--- src/hw/rtl/baseline_subtract_parity_demod_assert.svh ---
// Assertion macros for the baseline subtract block.
// They expect clk_i and rst_ni in the scope where they are used.
`ifndef BASELINE_SUBTRACT_PARITY_DEMOD_ASSERT_SVH
`define BASELINE_SUBTRACT_PARITY_DEMOD_ASSERT_SVH

`ifndef NO_ASSERTIONS
`define BSPD_ASSERT_IMPLIES(lbl, ante, cons) \
  lbl: assert property (@(posedge clk_i) disable iff (!rst_ni) (ante) |-> (cons)) \
    else $error("bspd check failed");
`define BSPD_ASSERT_NEXT(lbl, ante, cons) \
  lbl: assert property (@(posedge clk_i) disable iff (!rst_ni) (ante) |=> (cons)) \
    else $error("bspd check failed");
`else
`define BSPD_ASSERT_IMPLIES(lbl, ante, cons)
`define BSPD_ASSERT_NEXT(lbl, ante, cons)
`endif

`endif

--- src/hw/rtl/bspd_pkg.sv ---
package bspd_pkg;

  localparam int unsigned SAMPLE_BITS = 24;

  // Window length must stay a power of two: the mean is a shift.
  localparam int unsigned WINDOW_LEN  = 1024;
  localparam int unsigned LOG2_WINDOW = $clog2(WINDOW_LEN);
  localparam int unsigned PTR_W       = LOG2_WINDOW;
  localparam int unsigned FILL_W      = $clog2(WINDOW_LEN + 1);

  // Centre sample lags the newest sample by this many positions.
  localparam int unsigned CENTRE_LAG     = WINDOW_LEN - 1 - WINDOW_LEN / 2;
  localparam logic        CENTRE_LAG_ODD = 1'(CENTRE_LAG % 2);

  localparam int unsigned QUEUE_DEPTH = 4;
  localparam int unsigned QPTR_W      = $clog2(QUEUE_DEPTH);
  localparam int unsigned QCNT_W      = $clog2(QUEUE_DEPTH + 1);

  typedef struct packed {
    logic first;     // restart the running sum
    logic drop_old;  // window was full: subtract the leaving sample
    logic valid;     // full window behind this result
    logic negate;    // centre sample has odd absolute number
    logic last;
  } item_ctrl_t;

endpackage

--- src/hw/rtl/bspd_back.sv ---
module bspd_back #(
  parameter int unsigned SAMPLE_BITS = bspd_pkg::SAMPLE_BITS
) (
  input  logic                          clk_i,
  input  logic                          rst_ni,
  input  logic [bspd_pkg::QCNT_W-1:0]   q_count_i,
  input  bspd_pkg::item_ctrl_t          q_ctrl_i,
  input  logic [3*SAMPLE_BITS-1:0]      q_data_i,
  output logic                          pop_o,
  output logic                          demod_valid_o,
  input  logic                          demod_stall_i,
  output logic signed [SAMPLE_BITS:0]   demod_value_o,
  output logic                          out_valid_o,
  output logic                          out_last_o
);

  localparam int unsigned LOG2W = bspd_pkg::LOG2_WINDOW;
  localparam int unsigned SUM_W = SAMPLE_BITS + LOG2W + 1;
  localparam int unsigned VAL_W = SAMPLE_BITS + 1;

  logic signed [SAMPLE_BITS-1:0] q_x, q_old, q_ctr;
  logic signed [SUM_W-1:0]       sum_base, sum_drop, sum_d;

  logic c_ready, d_ready, o_ready;

  logic                          c_v_q;
  logic signed [SUM_W-1:0]       c_sum_q;
  bspd_pkg::item_ctrl_t          c_ctrl_q;
  logic signed [SAMPLE_BITS-1:0] c_ctr_q;

  logic                          d_v_q;
  logic [VAL_W-1:0]              mean_d, d_mean_q;
  logic                          mean_corr;
  bspd_pkg::item_ctrl_t          d_ctrl_q;
  logic signed [SAMPLE_BITS-1:0] d_ctr_q;

  logic                          o_v_q;
  logic [VAL_W-1:0]              ctr_ext, value_d;
  logic signed [VAL_W-1:0]       o_value_q;
  logic                          o_valid_q, o_last_q;

  assign q_x   = q_data_i[3*SAMPLE_BITS-1:2*SAMPLE_BITS];
  assign q_old = q_data_i[2*SAMPLE_BITS-1:SAMPLE_BITS];
  assign q_ctr = q_data_i[SAMPLE_BITS-1:0];

  assign o_ready = !o_v_q || !demod_stall_i;
  assign d_ready = !d_v_q || o_ready;
  assign c_ready = !c_v_q || d_ready;
  assign pop_o   = (q_count_i != '0) && c_ready;

  // Running sum: restart on a new record, drop the leaving sample once full.
  always_comb begin
    sum_base = q_ctrl_i.first ? '0 : c_sum_q;
    sum_drop = q_ctrl_i.drop_old ? SUM_W'(q_old) : '0;
    sum_d    = sum_base - sum_drop + SUM_W'(q_x);
  end

  // Shift floors; step up by one for a negative sum with a remainder.
  always_comb begin
    mean_corr = c_sum_q[SUM_W-1] && (|c_sum_q[LOG2W-1:0]);
    mean_d    = c_sum_q[SUM_W-1:LOG2W] + VAL_W'(mean_corr);
  end

  always_comb begin
    ctr_ext = VAL_W'(d_ctr_q);
    value_d = '0;
    if (d_ctrl_q.valid) begin
      value_d = d_ctrl_q.negate ? (d_mean_q - ctr_ext) : (ctr_ext - d_mean_q);
    end
  end

  always_ff @(posedge clk_i or negedge rst_ni) begin
    if (!rst_ni) begin
      c_v_q   <= 1'b0;
      c_sum_q <= '0;
      d_v_q   <= 1'b0;
      o_v_q   <= 1'b0;
    end else begin
      if (c_ready) begin
        c_v_q <= pop_o;
      end
      if (pop_o) begin
        c_sum_q <= sum_d;
      end
      if (d_ready) begin
        d_v_q <= c_v_q;
      end
      if (o_ready) begin
        o_v_q <= d_v_q;
      end
    end
  end

  always_ff @(posedge clk_i) begin
    if (pop_o) begin
      c_ctrl_q <= q_ctrl_i;
      c_ctr_q  <= q_ctr;
    end
    if (d_ready && c_v_q) begin
      d_mean_q <= mean_d;
      d_ctrl_q <= c_ctrl_q;
      d_ctr_q  <= c_ctr_q;
    end
    if (o_ready && d_v_q) begin
      o_value_q <= $signed(value_d);
      o_valid_q <= d_ctrl_q.valid;
      o_last_q  <= d_ctrl_q.last;
    end
  end

  assign demod_valid_o = o_v_q;
  assign demod_value_o = o_value_q;
  assign out_valid_o   = o_valid_q;
  assign out_last_o    = o_last_q;

endmodule

--- config.mk ---
export PLATFORM = sky130hd
export DESIGN_NAME = bspd_back
export DESIGN_NICKNAME = d
export VERILOG_FILES = /design/src/hw/rtl/baseline_subtract_parity_demod_assert.svh /design/src/hw/rtl/bspd_pkg.sv /design/src/hw/rtl/bspd_back.sv
export SDC_FILE = /design/constraint.sdc
export NUM_CORES = 1
export LEC_CHECK = 0
export ABC_AREA = 0
export BUFFER_PORTS_ARGS = -buffer_cell sky130_fd_sc_hd__buf_2
export CAP_MARGIN = 20
export CORE_MARGIN = 4
export CORE_UTILIZATION = 60
export DETAILED_ROUTE_END_ITERATION = 7
export PLACE_DENSITY = 0.79
export SYNTH_ARGS = -nofsm -noshare
export SYNTH_HDL_FRONTEND = slang
export SYNTH_SLANG_ARGS = --single-unit
--- constraint.sdc ---
create_clock -name clk_i -period 6.16 [get_ports clk_i]
set_clock_uncertainty 0.15 [all_clocks]
set_input_delay 0.308 -clock clk_i [delete_from_list [all_inputs] [get_ports clk_i]]
set_output_delay 0.308 -clock clk_i [all_outputs]
set_load 0.02 [all_outputs]
==> summary by stage <==
Clock tree
Counting along the longest clock path gives a buffer depth of 2. The H-tree depth reported by CTS is 4. The TritonCTS clock tree is built.

Clock tree synthesis found a total of 144 sinks. The post-CTS setup repair buffer count is 0. The tree is rooted in a sky130_fd_sc_hd__clkbuf_16. The insertion delay to the later sink of the worst-skew pair is 0.42 ns.

The clock transition at the registers of the reported paths is 0.06 ns. The TritonCTS buffer count is 17.

Placed design
The post-placement cell count is 1455. The congestion estimate from routability-driven global placement came to 0.9049. The wire-length estimate of the detail-placed layout is 18.35 mm.

The number of port buffers is 111. The post-detailed-placement cell area is 11720 µm².

Timing
Setup repair after global routing left no endpoint under its margin. The final setup TNS is 0 ns. For the pin with the worst max-slew slack, the measured transition is 0.9240 ns. Setup violations remaining at the end of the flow were counted as 0. The worst pin sits at a relative slew slack of 0.3840. The count of pins over their slew limit was 0. The shortest period the worst path allows is 3.755 ns. The hold violation total from the final report is 0. Hold timing on the final database bottoms out at a slack of 0.09833 ns. In the finished design, the share of the clock period the worst path needs comes to 0.6096. Timing would allow up to 0.2663 GHz.

Power and ir drop
Dividing total power by cell area gives a power density of 420.3 nW/µm². IR analysis of the VDD net gives a maximum drop of 215.7 µV. For this design the static power due to leakage is 5.670 nW.

Synth
The mapped netlist covers 10990 µm². Counting every instance in the synthesized netlist gives 1151. The proportion of synthesized chip area in sequential cells is 0.3761. Counting flops and latches in the post-synthesis netlist gives 144. Among all flip-flop cells after synthesis, the most frequent one is sky130_fd_sc_hd__edfxtp_1. After synthesis, the cell types taking the most area are sky130_fd_sc_hd__edfxtp_1 (29%), sky130_fd_sc_hd__ha_1 (9.8%), sky130_fd_sc_hd__dfrtp_1 (8.7%). The fraction of registers with async set/reset is 0.2639. The share of synthesized area in the top cell type comes to 0.2896.

Counting every net in the synthesized netlist gives 1356. The synthesis warning total is 0. In this run, synthesis inferred 106 flip-flops with an integrated enable. The number of unique standard cell types used by synthesis is 69. The largest total area in the synthesized netlist belongs to sky130_fd_sc_hd__edfxtp_1.

A synthesized cell averages 9.549 µm².

Worst setup path
Data arrives at the worst endpoint at 3.89 ns. In this run the worst path has a maximum fanout of 4. Data on the critical path is required at its endpoint by 6.29 ns. The critical path in this run is classified as reg -> reg. The worst setup path is captured at a flop. The minimum setup slack among reg-to-reg paths is 2.40 ns.

The worst setup path is launched from a flop.

Finish
The top cell types in the final layout, fill and taps aside, are sky130_fd_sc_hd__inv_1 (150), sky130_fd_sc_hd__buf_2 (111), sky130_fd_sc_hd__edfxtp_1 (106). Excluding fillers, the count of instances in the completed layout stands at 1519. The area overhead of the layout relative to synthesis is 15.05%. The finished cells cover 12640 µm². The net count of the finished layout is 1482. The final design utilization is 0.7039. 0 antenna diodes ended up in the layout. Of the cells placed in the final design, the portion with a size suffix greater than 1 is 0.1349. The library cell used most frequently in the layout, excluding fill and tap cells, is sky130_fd_sc_hd__inv_1.

Drt
The post-detailed-route count of antenna-violating nets is 0. The routed layout has 8588 vias. The number of design-rule violations left by the first detailed-router iteration is 779. The average wire per cell in the routed design is 16.23 µm.

For this run, design rule violations remaining after detail routing come to 0. The first detailed-routing pass took 6 iterations. Dividing the detail-routed via count by the number of cells gives 5.654. The routed design has 24.66 mm of wire.

GRT
The global router's overall resource usage is 0.2454. The maximum number of pins on one net before global-route repair is 65. The first-pass GRT wire length is 40.56 mm. The via count of the first global-routing pass came to 8402.

The overall overflow remaining after global route is 0. The initial antenna violation count is 0.

Min path
In this run the worst hold path is classified as in -> reg.

Die
The die is 143.3 µm wide. For this configuration, the core starts out at a cell density of 0.6118. The die outline height is 143.3 µm. For this design the top-level I/O count stands at 112. The total number of placement rows is 49.

The core box area is 17960 µm². The die covers 20550 µm².

Job
Max-cap violations in this run came to 0.

Run status
The flow ran to the end, and the final reports show no timing, DRC or antenna violations.
[synthesized netlist by cell type (6+ instances only)]
master and number:
sky130_fd_sc_hd__a21oi_1 84, sky130_fd_sc_hd__nand2_1 87, sky130_fd_sc_hd__nand4_1 18, sky130_fd_sc_hd__dfrtp_1 38
sky130_fd_sc_hd__o41ai_1 6, sky130_fd_sc_hd__o31ai_1 6, sky130_fd_sc_hd__edfxtp_1 106, sky130_fd_sc_hd__nand3_1 20
sky130_fd_sc_hd__and3_1 9, sky130_fd_sc_hd__nor2_1 45, sky130_fd_sc_hd__and2_1 50, sky130_fd_sc_hd__or3_1 6
sky130_fd_sc_hd__ha_1 86, sky130_fd_sc_hd__clkbuf_1 31, sky130_fd_sc_hd__mux2i_1 8, sky130_fd_sc_hd__xnor2_1 46
sky130_fd_sc_hd__nor3_1 16, sky130_fd_sc_hd__nand2b_1 35, sky130_fd_sc_hd__o21bai_1 15, sky130_fd_sc_hd__nor2b_1 19
sky130_fd_sc_hd__a21o_1 28, sky130_fd_sc_hd__o21a_1 10, sky130_fd_sc_hd__fa_1 36, sky130_fd_sc_hd__o21ai_0 73
sky130_fd_sc_hd__xor2_1 30, sky130_fd_sc_hd__o211ai_1 7, sky130_fd_sc_hd__buf_2 7, sky130_fd_sc_hd__inv_1 150
[state kept, by name, indices dropped and copies added (netlist names), 3 cells and up]
signal and cells:
c_ctr_q 24, c_ctrl_q 3, c_sum_q 35, d_ctr_q 24, d_ctrl_q 3, d_mean_q 25
demod_value_o 25
[cell families (layout without fill, tap and decap cells)]
kind of cell | count (synthesis) | after routing | synth area share
simple gates | 316 | 316 | 0.1470
xor+xnor | 76 | 76 | 0.06056
mux | 10 | 10 | 0.009335
compound gates | 291 | 291 | 0.1765
buf+inv | 192 | 331 | 0.06705
fa+ha+maj | 122 | 122 | 0.1635
flops | 144 | 144 | 0.3761
[path summary, 6_finish.rpt]
path / startpoint / to / depth (start not counted)
max: c_sum_q[1] / c_sum_q[32] / 13
min: q_data_i[48] / c_sum_q[0] / 4
max reg2reg: c_sum_q[1] / c_sum_q[32] / 13
min reg2reg: c_ctrl_q[2] / d_ctrl_q[2] / 0
max in group asynchronous: rst_ni / c_sum_q[13] / 2
min in group asynchronous: rst_ni / c_sum_q[30] / 2
[worst max-delay path, stage by stage (launching register included)]
cell                       delay (ns)
sky130_fd_sc_hd__dfrtp_1         0.39
sky130_fd_sc_hd__nand2b_1        0.09
sky130_fd_sc_hd__fa_1            0.48
sky130_fd_sc_hd__inv_1           0.06
sky130_fd_sc_hd__fa_1            0.49
sky130_fd_sc_hd__a211oi_2        0.28
sky130_fd_sc_hd__o21ai_2         0.12
sky130_fd_sc_hd__o21a_4          0.25
sky130_fd_sc_hd__a211oi_4        0.36
sky130_fd_sc_hd__o31ai_4         0.11
sky130_fd_sc_hd__a311o_1         0.36
sky130_fd_sc_hd__a21oi_1         0.21
sky130_fd_sc_hd__or4_1           0.16
sky130_fd_sc_hd__a41oi_2         0.11
[routing by layer]
metal  track usage  vias to the layer above  wire length [µm]
li1              -                     4228                 -
met1        0.3237                     4039             10610
met2        0.4350                      288             12390
met3       0.03295                       33              1322
met4       0.05500                        0               332
met5             0                        -                 0
[final cells by class]
type / count / area, µm²
clock buffer: 19 / 432.9
clock inverter: 13 / 162.7
fill: 1365 / 5319
inverter: 151 / 566.8
multi-input combinational: 815 / 6138
sequential: 144 / 4134
tap: 229 / 286.5
timing repair buffer: 148 / 923.4
[power by group]
group	total (W)	switching (W)	internal [W]
Sequential	0.00158	0.000227	0.00135
Clock	0.00105	0.000413	0.000638
Combinational	0.00269	0.00157	0.00112
[timing repair]
action | CTS | global route
gates resized for setup | 0 | 0
hold buffers | 31 | 0
hold endpoints to repair | 67 | 0
[through the flow]
step / worst slack, ns / total power [W]
after global routing: 2.250 / 0.005718
final: 2.405 / 0.005314
after global placement: 2.089 / 0.004148
after detailed placement: 2.013 / 0.004210
after CTS: 2.401 / 0.005290
after floorplan: 2.486 / 0.003589
No activity file was read; power rests on OpenSTA's default activity.
