--- src/hw/rtl/baseline_subtract_parity_demod_assert.svh ---
// Assertion macros for the baseline subtract block.
// They expect clk_i and rst_ni in the scope where they are used.
`ifndef BASELINE_SUBTRACT_PARITY_DEMOD_ASSERT_SVH
`define BASELINE_SUBTRACT_PARITY_DEMOD_ASSERT_SVH

`ifndef NO_ASSERTIONS
`define BSPD_ASSERT_IMPLIES(lbl, ante, cons) \
  lbl: assert property (@(posedge clk_i) disable iff (!rst_ni) (ante) |-> (cons)) \
    else $error("bspd check failed");
`define BSPD_ASSERT_NEXT(lbl, ante, cons) \
  lbl: assert property (@(posedge clk_i) disable iff (!rst_ni) (ante) |=> (cons)) \
    else $error("bspd check failed");
`else
`define BSPD_ASSERT_IMPLIES(lbl, ante, cons)
`define BSPD_ASSERT_NEXT(lbl, ante, cons)
`endif

`endif

--- src/hw/rtl/bspd_pkg.sv ---
package bspd_pkg;

  localparam int unsigned SAMPLE_BITS = 24;

  // Window length must stay a power of two: the mean is a shift.
  localparam int unsigned WINDOW_LEN  = 1024;
  localparam int unsigned LOG2_WINDOW = $clog2(WINDOW_LEN);
  localparam int unsigned PTR_W       = LOG2_WINDOW;
  localparam int unsigned FILL_W      = $clog2(WINDOW_LEN + 1);

  // Centre sample lags the newest sample by this many positions.
  localparam int unsigned CENTRE_LAG     = WINDOW_LEN - 1 - WINDOW_LEN / 2;
  localparam logic        CENTRE_LAG_ODD = 1'(CENTRE_LAG % 2);

  localparam int unsigned QUEUE_DEPTH = 4;
  localparam int unsigned QPTR_W      = $clog2(QUEUE_DEPTH);
  localparam int unsigned QCNT_W      = $clog2(QUEUE_DEPTH + 1);

  typedef struct packed {
    logic first;     // restart the running sum
    logic drop_old;  // window was full: subtract the leaving sample
    logic valid;     // full window behind this result
    logic negate;    // centre sample has odd absolute number
    logic last;
  } item_ctrl_t;

endpackage

--- src/hw/rtl/bspd_queue.sv ---
module bspd_queue #(
  parameter int unsigned SAMPLE_BITS = bspd_pkg::SAMPLE_BITS
) (
  input  logic                        clk_i,
  input  logic                        rst_ni,
  input  logic                        push_i,
  input  bspd_pkg::item_ctrl_t        push_ctrl_i,
  input  logic [3*SAMPLE_BITS-1:0]    push_data_i,
  input  logic                        pop_i,
  output bspd_pkg::item_ctrl_t        pop_ctrl_o,
  output logic [3*SAMPLE_BITS-1:0]    pop_data_o,
  output logic [bspd_pkg::QCNT_W-1:0] count_o
);

  localparam int unsigned QPTR_W = bspd_pkg::QPTR_W;
  localparam int unsigned QCNT_W = bspd_pkg::QCNT_W;

  bspd_pkg::item_ctrl_t     ctrl_mem [bspd_pkg::QUEUE_DEPTH];
  logic [3*SAMPLE_BITS-1:0] data_mem [bspd_pkg::QUEUE_DEPTH];

  logic [QPTR_W-1:0] wr_ptr_q, rd_ptr_q;
  logic [QCNT_W-1:0] count_q, count_d;

  always_comb begin
    count_d = count_q;
    if (push_i && !pop_i) begin
      count_d = count_q + 1'b1;
    end else if (pop_i && !push_i) begin
      count_d = count_q - 1'b1;
    end
  end

  always_ff @(posedge clk_i or negedge rst_ni) begin
    if (!rst_ni) begin
      wr_ptr_q <= '0;
      rd_ptr_q <= '0;
      count_q  <= '0;
    end else begin
      if (push_i) begin
        wr_ptr_q <= wr_ptr_q + 1'b1;
      end
      if (pop_i) begin
        rd_ptr_q <= rd_ptr_q + 1'b1;
      end
      count_q <= count_d;
    end
  end

  always_ff @(posedge clk_i) begin
    if (push_i) begin
      ctrl_mem[wr_ptr_q] <= push_ctrl_i;
      data_mem[wr_ptr_q] <= push_data_i;
    end
  end

  assign pop_ctrl_o = ctrl_mem[rd_ptr_q];
  assign pop_data_o = data_mem[rd_ptr_q];
  assign count_o    = count_q;

endmodule

--- config.mk ---
export PLATFORM = sky130hd
export DESIGN_NAME = bspd_queue
export DESIGN_NICKNAME = d
export VERILOG_FILES = /design/src/hw/rtl/baseline_subtract_parity_demod_assert.svh /design/src/hw/rtl/bspd_pkg.sv /design/src/hw/rtl/bspd_queue.sv
export SDC_FILE = /design/constraint.sdc
export NUM_CORES = 1
export LEC_CHECK = 0
export ABC_AREA = 0
export BUFFER_PORTS_ARGS = -buffer_cell sky130_fd_sc_hd__buf_2
export CELL_PAD_IN_SITES_DETAIL_PLACEMENT = 1
export CELL_PAD_IN_SITES_GLOBAL_PLACEMENT = 1
export CORE_ASPECT_RATIO = 1.1
export CORE_MARGIN = 4
export CORE_UTILIZATION = 45
export CTS_BUF_LIST = sky130_fd_sc_hd__clkbuf_4 sky130_fd_sc_hd__clkbuf_8 sky130_fd_sc_hd__clkbuf_16
export CTS_CLUSTER_SIZE = 20
export DETAILED_ROUTE_END_ITERATION = 10
export PLACE_DENSITY_LB_ADDON = 0.1
export REMOVE_ABC_BUFFERS = 1
export SYNTH_ARGS = -nofsm -noshare
export SYNTH_HDL_FRONTEND = slang
export SYNTH_SLANG_ARGS = --single-unit
--- constraint.sdc ---
create_clock -name clk_i -period 2.75 [get_ports clk_i]
set_clock_uncertainty 0.05 [all_clocks]
set_input_delay 0.55 -clock clk_i [delete_from_list [all_inputs] [get_ports clk_i]]
set_output_delay 0.55 -clock clk_i [all_outputs]
set_load 0.01 [all_outputs]
==> tab_implementation.tex, run 1 <==
\begin{tabular}{lr}
\hline
Metric & Value \\
\hline
\multicolumn{2}{l}{\textbf{Timing}} \\
\quad Setup Viol. Count Final & 0 \\
\quad Share of the clock period used by the worst path after layout & 96.5\% \\
\quad Final setup TNS & 0 ns \\
\quad RSZ-0062 raised after global routing & no \\
\quad Max\_slew headroom & 63.0\% \\
\quad Slew at the pin closest to its max-slew limit & 0.556 ns \\
\quad WHS & 0.214 ns \\
\quad Fmax & 0.377 GHz \\
\quad Fin. Hold Viols & 0 \\
\quad Final number of max-transition violations & 0 \\
\quad Min Tclk post-route & around 2.7 ns \\
\multicolumn{2}{l}{\textbf{Clock tree}} \\
\quad Level count of the clock H-tree & 2 \\
\quad Clk buf depth & 3 \\
\quad Clock sink count & 315 \\
\quad Reg clk slew, reported paths & 0.06 ns \\
\quad TritonCTS clock tree & yes \\
\quad Total CTS buffers & 34 \\
\quad CTS Root Cell & clkbuf\_16 \\
\quad Clock latency on the worst-skew pair & around 0.5 ns \\
\multicolumn{2}{l}{\textbf{Critical path}} \\
\quad Bufs and invs on worst path & 2 \\
\quad Startpoint types & flip-flop \\
\quad Master of the slowest instance on the critical path & mux4\_2 \\
\quad Maximum single-stage delay on the critical path & 0.58 ns \\
\quad Highest net fanout along the worst path & 41 \\
\quad Endpoint kind of the worst setup timing path & output port \\
\quad Worst path required time & $\sim$2.2 ns \\
\quad Path type of the worst setup path & reg2out \\
\quad Critical path cell sequence & buf\_16 -> mux4\_2 -> buf\_2 \\
\quad Crit path DAT & a little over 2 ns \\
\quad Kind of cell adding the most delay to the critical path & multiplexers \\
\multicolumn{2}{l}{\textbf{Global route}} \\
\quad Pin count of the biggest net entering global routing & 44 \\
\quad Remaining global-route overflow & 0 \\
\quad Grt met3 use & 3.94\% \\
\quad Met2 track demand over resource in global routing & 28.3\% \\
\quad First-pass GRT wire length & 35.5 mm \\
\quad Aggregate global-route resource usage & 16.6\% \\
\quad Vias in the first global route & 5990 \\
\quad Top Usage Layer GRT & met2 \\
\quad Number of antenna violations at the first check in global routing & 1 \\
\quad Global Route met1 Usage & 21.7\% \\
\multicolumn{2}{l}{\textbf{Yosys}} \\
\quad Total standard cell area after synthesis & approximately 11000 um2 \\
\quad Part of the Yosys area used for sequential elements & 82.0\% \\
\quad Synth Instances & about 440 \\
\quad Top cells by instance count after synthesis & edfxtp\_1 (308), mux4\_2 (77), buf\_2 (7), dfrtp\_1 (7), ha\_1 (5) \\
\quad Average size of a mapped cell & 26.4 um2 \\
\quad EDFF count, synth & 308 \\
\quad Post-synth top area share & 80.5\% \\
\quad Post-synth top flop & edfxtp\_1 \\
\quad Cell type with the largest total area after synthesis & edfxtp\_1 \\
\quad Warnings, synthesis & 0 \\
\quad Synthesis-stage register bit count & 315 \\
\quad Synth area leaders & edfxtp\_1 (80\%), mux4\_2 (15\%), dfrtp\_1 (1.5\%) \\
\quad Proportion of synthesized flip-flops having asynchronous set or reset & 2.22\% \\
\quad Count of different cell masters after synthesis & 18 \\
\quad Most common cell in the netlist & edfxtp\_1 \\
\multicolumn{2}{l}{\textbf{Drt}} \\
\quad Post-DR vias/cell & 5.32 \\
\quad Number of DRC markers in iteration 0 & between 200 and 300 \\
\quad Sum of routed wire length over all layers & 22.8 mm \\
\quad Routed len/inst & 23.4 um \\
\quad Vias & between 5000 and 6000 \\
\quad DRT antenna net count & 0 \\
\quad DRC Markers & 0 \\
\quad Number of detailed-route iterations in the first pass & 4 \\
\multicolumn{2}{l}{\textbf{Pwr}} \\
\quad Power density over the cells & 1110 nW/um2 \\
\quad Static leakage & slightly below 5 nW \\
\quad Total Power & $\sim$16 mW \\
\quad Peak supply drop & 0.000642 V \\
\multicolumn{2}{l}{\textbf{Layout}} \\
\quad Share of post-route cells with drive strength above 1 & 48.1\% \\
\quad Area occupied by registers & 9430 um2 \\
\quad Layout Nets & between 700 and 800 \\
\quad Area taken by multi-input logic gates & 1930 um2 \\
\quad Area growth from synthesis to layout & 21.8\% \\
\quad Count of filler cells inserted in the layout & 2167 \\
\multicolumn{2}{l}{\textbf{Worst hold path}} \\
\quad Hold/Removal Path Class & in2reg \\
\multicolumn{2}{l}{\textbf{Placement}} \\
\quad Detailed placer's ending HPWL & approximately 14 mm \\
\quad Final Wtd Congestion & approximately 0.76 \\
\quad Number of port buffers & 160 \\
\multicolumn{2}{l}{\textbf{Floorplan}} \\
\quad Starting utilization of the core area & between 40\% and 50\% \\
\quad I/O pins & 161 \\
\quad Number of core rows & 61 \\
\quad Die Area & 28200 um2 \\
\quad Height of the chip & 176 um \\
\quad Floorplan Core Area & 25200 um2 \\
\quad Die extent in x & 160 um \\
\multicolumn{2}{l}{\textbf{Flow run}} \\
\quad Max-cap violations & 0 \\
\multicolumn{2}{l}{\textbf{Status}} \\
\quad Outcome & complete, no violations \\
\hline
\end{tabular}
-- layout make-up --
| cell class | count | area share [%] |
|---|---|---|
| flip-flops and latches | 315 | 67.4 |
| multi-input cells | 98 | 13.8 |
| repair buffers | 181 | 7.54 |
| clock buffers | 38 | 6.67 |
| well taps | 315 | 2.82 |
| clock inverters | 23 | 1.66 |
| inverters | 4 | 0.107 |
| diodes | 1 | 0.0179 |
-- cell usage in the layout, fill, tap and decap left out, types with 5 or more instances in the layout --
| cell | synthesis | routed |
|---|---|---|
| mux4_2 | 77 | 77 |
| bufinv_16 | 0 | 5 |
| buf_12 | 2 | 6 |
| clkinv_2 | 0 | 9 |
| clkinv_1 | 0 | 8 |
| edfxtp_1 | 308 | 308 |
| dfrtp_1 | 7 | 5 |
| ha_1 | 5 | 5 |
| buf_4 | 4 | 13 |
| clkbuf_16 | 0 | 37 |
| buf_2 | 7 | 160 |
-- worst reg2reg max path, stage by stage (launching register included) --
cell and delay, ns:
dfrtp_1 0.42, inv_1 0.11, ha_1 0.17, and2_4 0.45, buf_4 0.34
-- logic make-up after synthesis --
family,count (synthesis),synth area share [%]
and+or+nand+nor,7,0.316
DFF,315,82.0
adders and majority gates,6,0.719
xor gates and xnor gates,6,0.457
buffers and inverters,22,1.27
AOI/OAI and AO/OA,1,0.0435
muxes,78,15.2
-- sequential cells by signal (all words and copies together) (netlist names) --
name      flops
ctrl_mem     20
wr_ptr_q      2
count_o       3
rd_ptr_q      2
data_mem    288
-- routing by layer --
layer  wire length (um)  share of wire (%)  vias to the layer above
li1                   -                  -                     2268
met1               9330                 41                     2748
met2              11800                 52                      138
met3               1210                5.3                       33
met4                396                1.7                        2
met5                 13              0.057                        -
-- final timing paths --
kind,start,end,slack [ns],depth (start not counted)
max in group asynchronous,rst_ni,rd_ptr_q[1]$_DFFE_PN0P_,2.07,2
worst min-delay path,push_data_i[28],data_mem[1][28]$_DFFE_PP_,0.21,1
worst max-delay path,rd_ptr_q[0]$_DFFE_PN0P_,pop_data_o[70],0.1,3
worst min register to register,count_o[2]$_DFFE_PN0P_,count_o[2]$_DFFE_PN0P_,0.42,1
min in group asynchronous,rst_ni,rd_ptr_q[0]$_DFFE_PN0P_,0.38,2
worst max register to register,wr_ptr_q[0]$_DFFE_PN0P_,data_mem[2][28]$_DFFE_PP_,0.88,4
-- what timing repair did --
action	CTS	global route
endpoints found under the setup margin	0	7
hold buffers	1	0
endpoints found under the hold margin	7	0
resized for setup	0	1
buffers inserted	0	0
-- power by group --
group	switching (mW)	leakage, nW	internal [mW]
Clock	1.75	0.579	2.90
Sequential	0.226	2.91	6.28
Combinational	2.33	1.37	2.01
Total	4.31	4.86	11.2
-- through the flow --
stage,setup slack (ns),cells,util (%),area (um2)
2_1_floorplan,-1.62,417,-,11400
3_3_place_gp,0.594,912,50.9,12800
3_5_place_dp,0.582,912,50.9,12800
4_1_cts,0.0284,974,55.5,14000
5_1_grt,0.000954,974,55.6,14000
6_report,0.0965,975,55.6,14000
Note: power is estimated with default switching activity, not from simulation.
==> run 2: changes to the inputs <==
PLACE_DENSITY_LB_ADDON = 0.12   (was 0.1)
==> run 2 against run 1 <==
Sequential power increased by 0.8%. Count of clock-buffer cells in the layout increased by 4. Final cell count shrank 0.82%. Largest power group unchanged. First-iteration DRC count fell by 13%. Non-clock buffer count fell by 5. Final area is 0.64% lower. Total power decreased by 2.2%.
==> tab_implementation.tex, run 2 (same netlist as run 1, synthesis figures left out) <==
\begin{tabular}{lr}
\hline
Metric & Value \\
\hline
\multicolumn{2}{l}{\textbf{Timing}} \\
\quad Setup slack after layout & 0.137 ns \\
\quad Min Tclk post-route & between 2 and 3 ns \\
\quad Share of the clock period used by the worst path after layout & 95.0\% \\
\quad Fin. Hold Viols & 0 \\
\quad Fmax & 0.383 GHz \\
\quad Max\_slew headroom & around two thirds \\
\quad Final number of max-transition violations & 0 \\
\quad Setup Viol. Count Final & 0 \\
\quad RSZ-0062 raised after global routing & no \\
\quad Slew at the pin closest to its max-slew limit & 0.491 ns \\
\quad Final setup TNS & 0 ns \\
\multicolumn{2}{l}{\textbf{Clock tree}} \\
\quad CTS Root Cell & clkbuf\_16 \\
\quad TritonCTS clock tree & yes \\
\quad Cts repair resizes & 0 \\
\quad Clock latency on the worst-skew pair & 0.49 ns \\
\quad Number of buffers inserted for hold repair after clock tree synthesis & 1 \\
\quad Clk buf depth & 3 \\
\quad Total setup buffers inserted after CTS & 0 \\
\quad Reg clk slew, reported paths & approximately 0.060 ns \\
\quad Clock sink count & 315 \\
\quad Total CTS buffers & 34 \\
\quad Level count of the clock H-tree & 2 \\
\multicolumn{2}{l}{\textbf{Drt}} \\
\quad Routed len/inst & 22.8 um \\
\quad Post-DR vias/cell & 5.32 \\
\quad Number of DRC markers in iteration 0 & 255 \\
\quad Vias & approximately 5100 \\
\quad Number of detailed-route iterations in the first pass & 4 \\
\quad Sum of routed wire length over all layers & 22.1 mm \\
\quad Sum of met3 wire segment lengths after detailed routing & 1.28 mm \\
\quad DRC Markers & 0 \\
\quad Max layer used & met5 \\
\quad Routed wire length on met2 & 11.7 mm \\
\quad Met1 WL & 8.62 mm \\
\quad DRT antenna net count & 0 \\
\multicolumn{2}{l}{\textbf{Layout}} \\
\quad Share of post-route cells with drive strength above 1 & 47.7\% \\
\quad Layout Nets & between 700 and 800 \\
\quad Non-Filler Cell Area, Final & $\sim$14000 um2 \\
\quad Top library cells by usage in the layout, fill and taps aside & edfxtp\_1 (308), buf\_2 (160), mux4\_2 (77) \\
\quad Flip-flop count of the largest register after layout & approximately 290 \\
\quad Diodes inserted & 0 \\
\quad Most common library cell in the layout ignoring fill and taps & edfxtp\_1 \\
\quad Register with the highest flop count & data\_mem \\
\quad Count of filler cells inserted in the layout & $\sim$2200 \\
\quad Area growth from synthesis to layout & 21.0\% \\
\multicolumn{2}{l}{\textbf{Floorplan}} \\
\quad Height of the chip & 176 um \\
\quad Die extent in x & 160 um \\
\quad Die Area & $\sim$28000 um2 \\
\quad Number of core rows & 61 \\
\quad Starting utilization of the core area & 45.6\% \\
\quad I/O pins & 161 \\
\quad Floorplan Core Area & about 25000 um2 \\
\multicolumn{2}{l}{\textbf{Global route}} \\
\quad Pin count of the biggest net entering global routing & 37 \\
\quad Vias in the first global route & 5814 \\
\quad Remaining global-route overflow & 0 \\
\quad First-pass GRT wire length & 34.6 mm \\
\quad Aggregate global-route resource usage & 16.2\% \\
\quad Number of antenna violations at the first check in global routing & 4 \\
\multicolumn{2}{l}{\textbf{Critical path}} \\
\quad Highest net fanout along the worst path & 18 \\
\quad Critical path cell sequence & buf\_4 -> mux4\_2 -> buf\_2 \\
\quad Endpoint kind of the worst setup timing path & output port \\
\quad Path type of the worst setup path & reg2out \\
\quad Master of the slowest instance on the critical path & mux4\_2 \\
\quad Startpoint types & flip-flop \\
\quad Crit path DAT & 2.01 ns \\
\quad Maximum single-stage delay on the critical path & 0.57 ns \\
\quad Worst path required time & around 2.2 ns \\
\multicolumn{2}{l}{\textbf{Worst hold path}} \\
\quad Hold/Removal Path Class & in2reg \\
\multicolumn{2}{l}{\textbf{Placement}} \\
\quad Number of port buffers & 160 \\
\quad Standard cell area after detailed placement & 12800 um2 \\
\quad Detailed placer's ending HPWL & 13.8 mm \\
\quad Setup WS pre-CTS & 0.601 ns \\
\quad Final Wtd Congestion & 0.697 \\
\multicolumn{2}{l}{\textbf{Pwr}} \\
\quad Peak supply drop & approximately 0.0006 V \\
\quad Power density over the cells & 1090 nW/um2 \\
\quad Static leakage & 4.80 nW \\
\quad Total Power & roughly 15 mW \\
\multicolumn{2}{l}{\textbf{Flow run}} \\
\quad Max-cap violations & 0 \\
\multicolumn{2}{l}{\textbf{Status}} \\
\quad Outcome & complete, no violations \\
\hline
\end{tabular}
-- run 2: cell types whose count changed in the layout (fill, tap and decap cells not counted) --
| cell | before | now |
|---|---|---|
| buf_16 | 1 | 0 |
| buf_12 | 6 | 10 |
| diode_2 | 1 | 0 |
| clkinv_1 | 8 | 7 |
| clkbuf_4 | 1 | 7 |
| clkbuf_16 | 37 | 35 |
| buf_4 | 13 | 5 |
| bufinv_16 | 5 | 3 |
| inv_6 | 0 | 1 |
| clkinv_2 | 9 | 5 |
-- run 2: report_power, final --
part           internal [mW]  switching [mW]  leakage [nW]
Clock                   2.67            1.69         0.541
Combinational           2.01            2.23          1.35
Sequential              6.28           0.281          2.91
-- run 2: worst max-delay path: cells and delay by family, from the launching register on --
kind	cells	cell delay (ns)
flops	1	0.45
mux	1	0.57
buf+inv	2	0.51
-- run 2: cell type report --
cell class                 instances  area, um2  share of cell area, %
tap                              315        394                   2.83
sequential                       315       9430                   67.8
clock buffer                      42        928                   6.68
timing repair buffer             176       1050                   7.54
inverter                           4       15.0                  0.108
multi-input combinational         98       1930                   13.9
clock inverter                    17        158                   1.13
-- run 2: worst paths after layout --
check                                   startpoint                   endpoint  slack (ns)  cells past startpoint
hold / removal                     push_data_i[35]  data_mem[0][35]$_DFFE_PP_        0.22                      1
min in group asynchronous                   rst_ni    rd_ptr_q[0]$_DFFE_PN0P_        0.38                      2
setup reg to reg           wr_ptr_q[0]$_DFFE_PN0P_   data_mem[2][7]$_DFFE_PP_        0.92                      4
setup / recovery           rd_ptr_q[0]$_DFFE_PN0P_             pop_data_o[68]        0.14                      3
hold reg to reg             count_o[2]$_DFFE_PN0P_     count_o[2]$_DFFE_PN0P_        0.44                      1
max in group asynchronous                   rst_ni    rd_ptr_q[1]$_DFFE_PN0P_        2.08                      2
-- run 2: layer usage --
metal	up-vias	track usage [%]
met5	-	0
met4	8	3.94
met3	40	4.25
met2	126	28.2
met1	2721	20.5
li1	2254	-
-- run 2: stage by stage --
step | std cells | hold slack [ns] | utilization (%)
after global routing | 967 | 0.204 | 55.2
after CTS | 967 | 0.194 | 55.2
final | 967 | 0.218 | 55.2
after global placement | 907 | 0.349 | 50.9
after detailed placement | 907 | 0.359 | 50.9
after floorplan | 417 | 0.204 | -
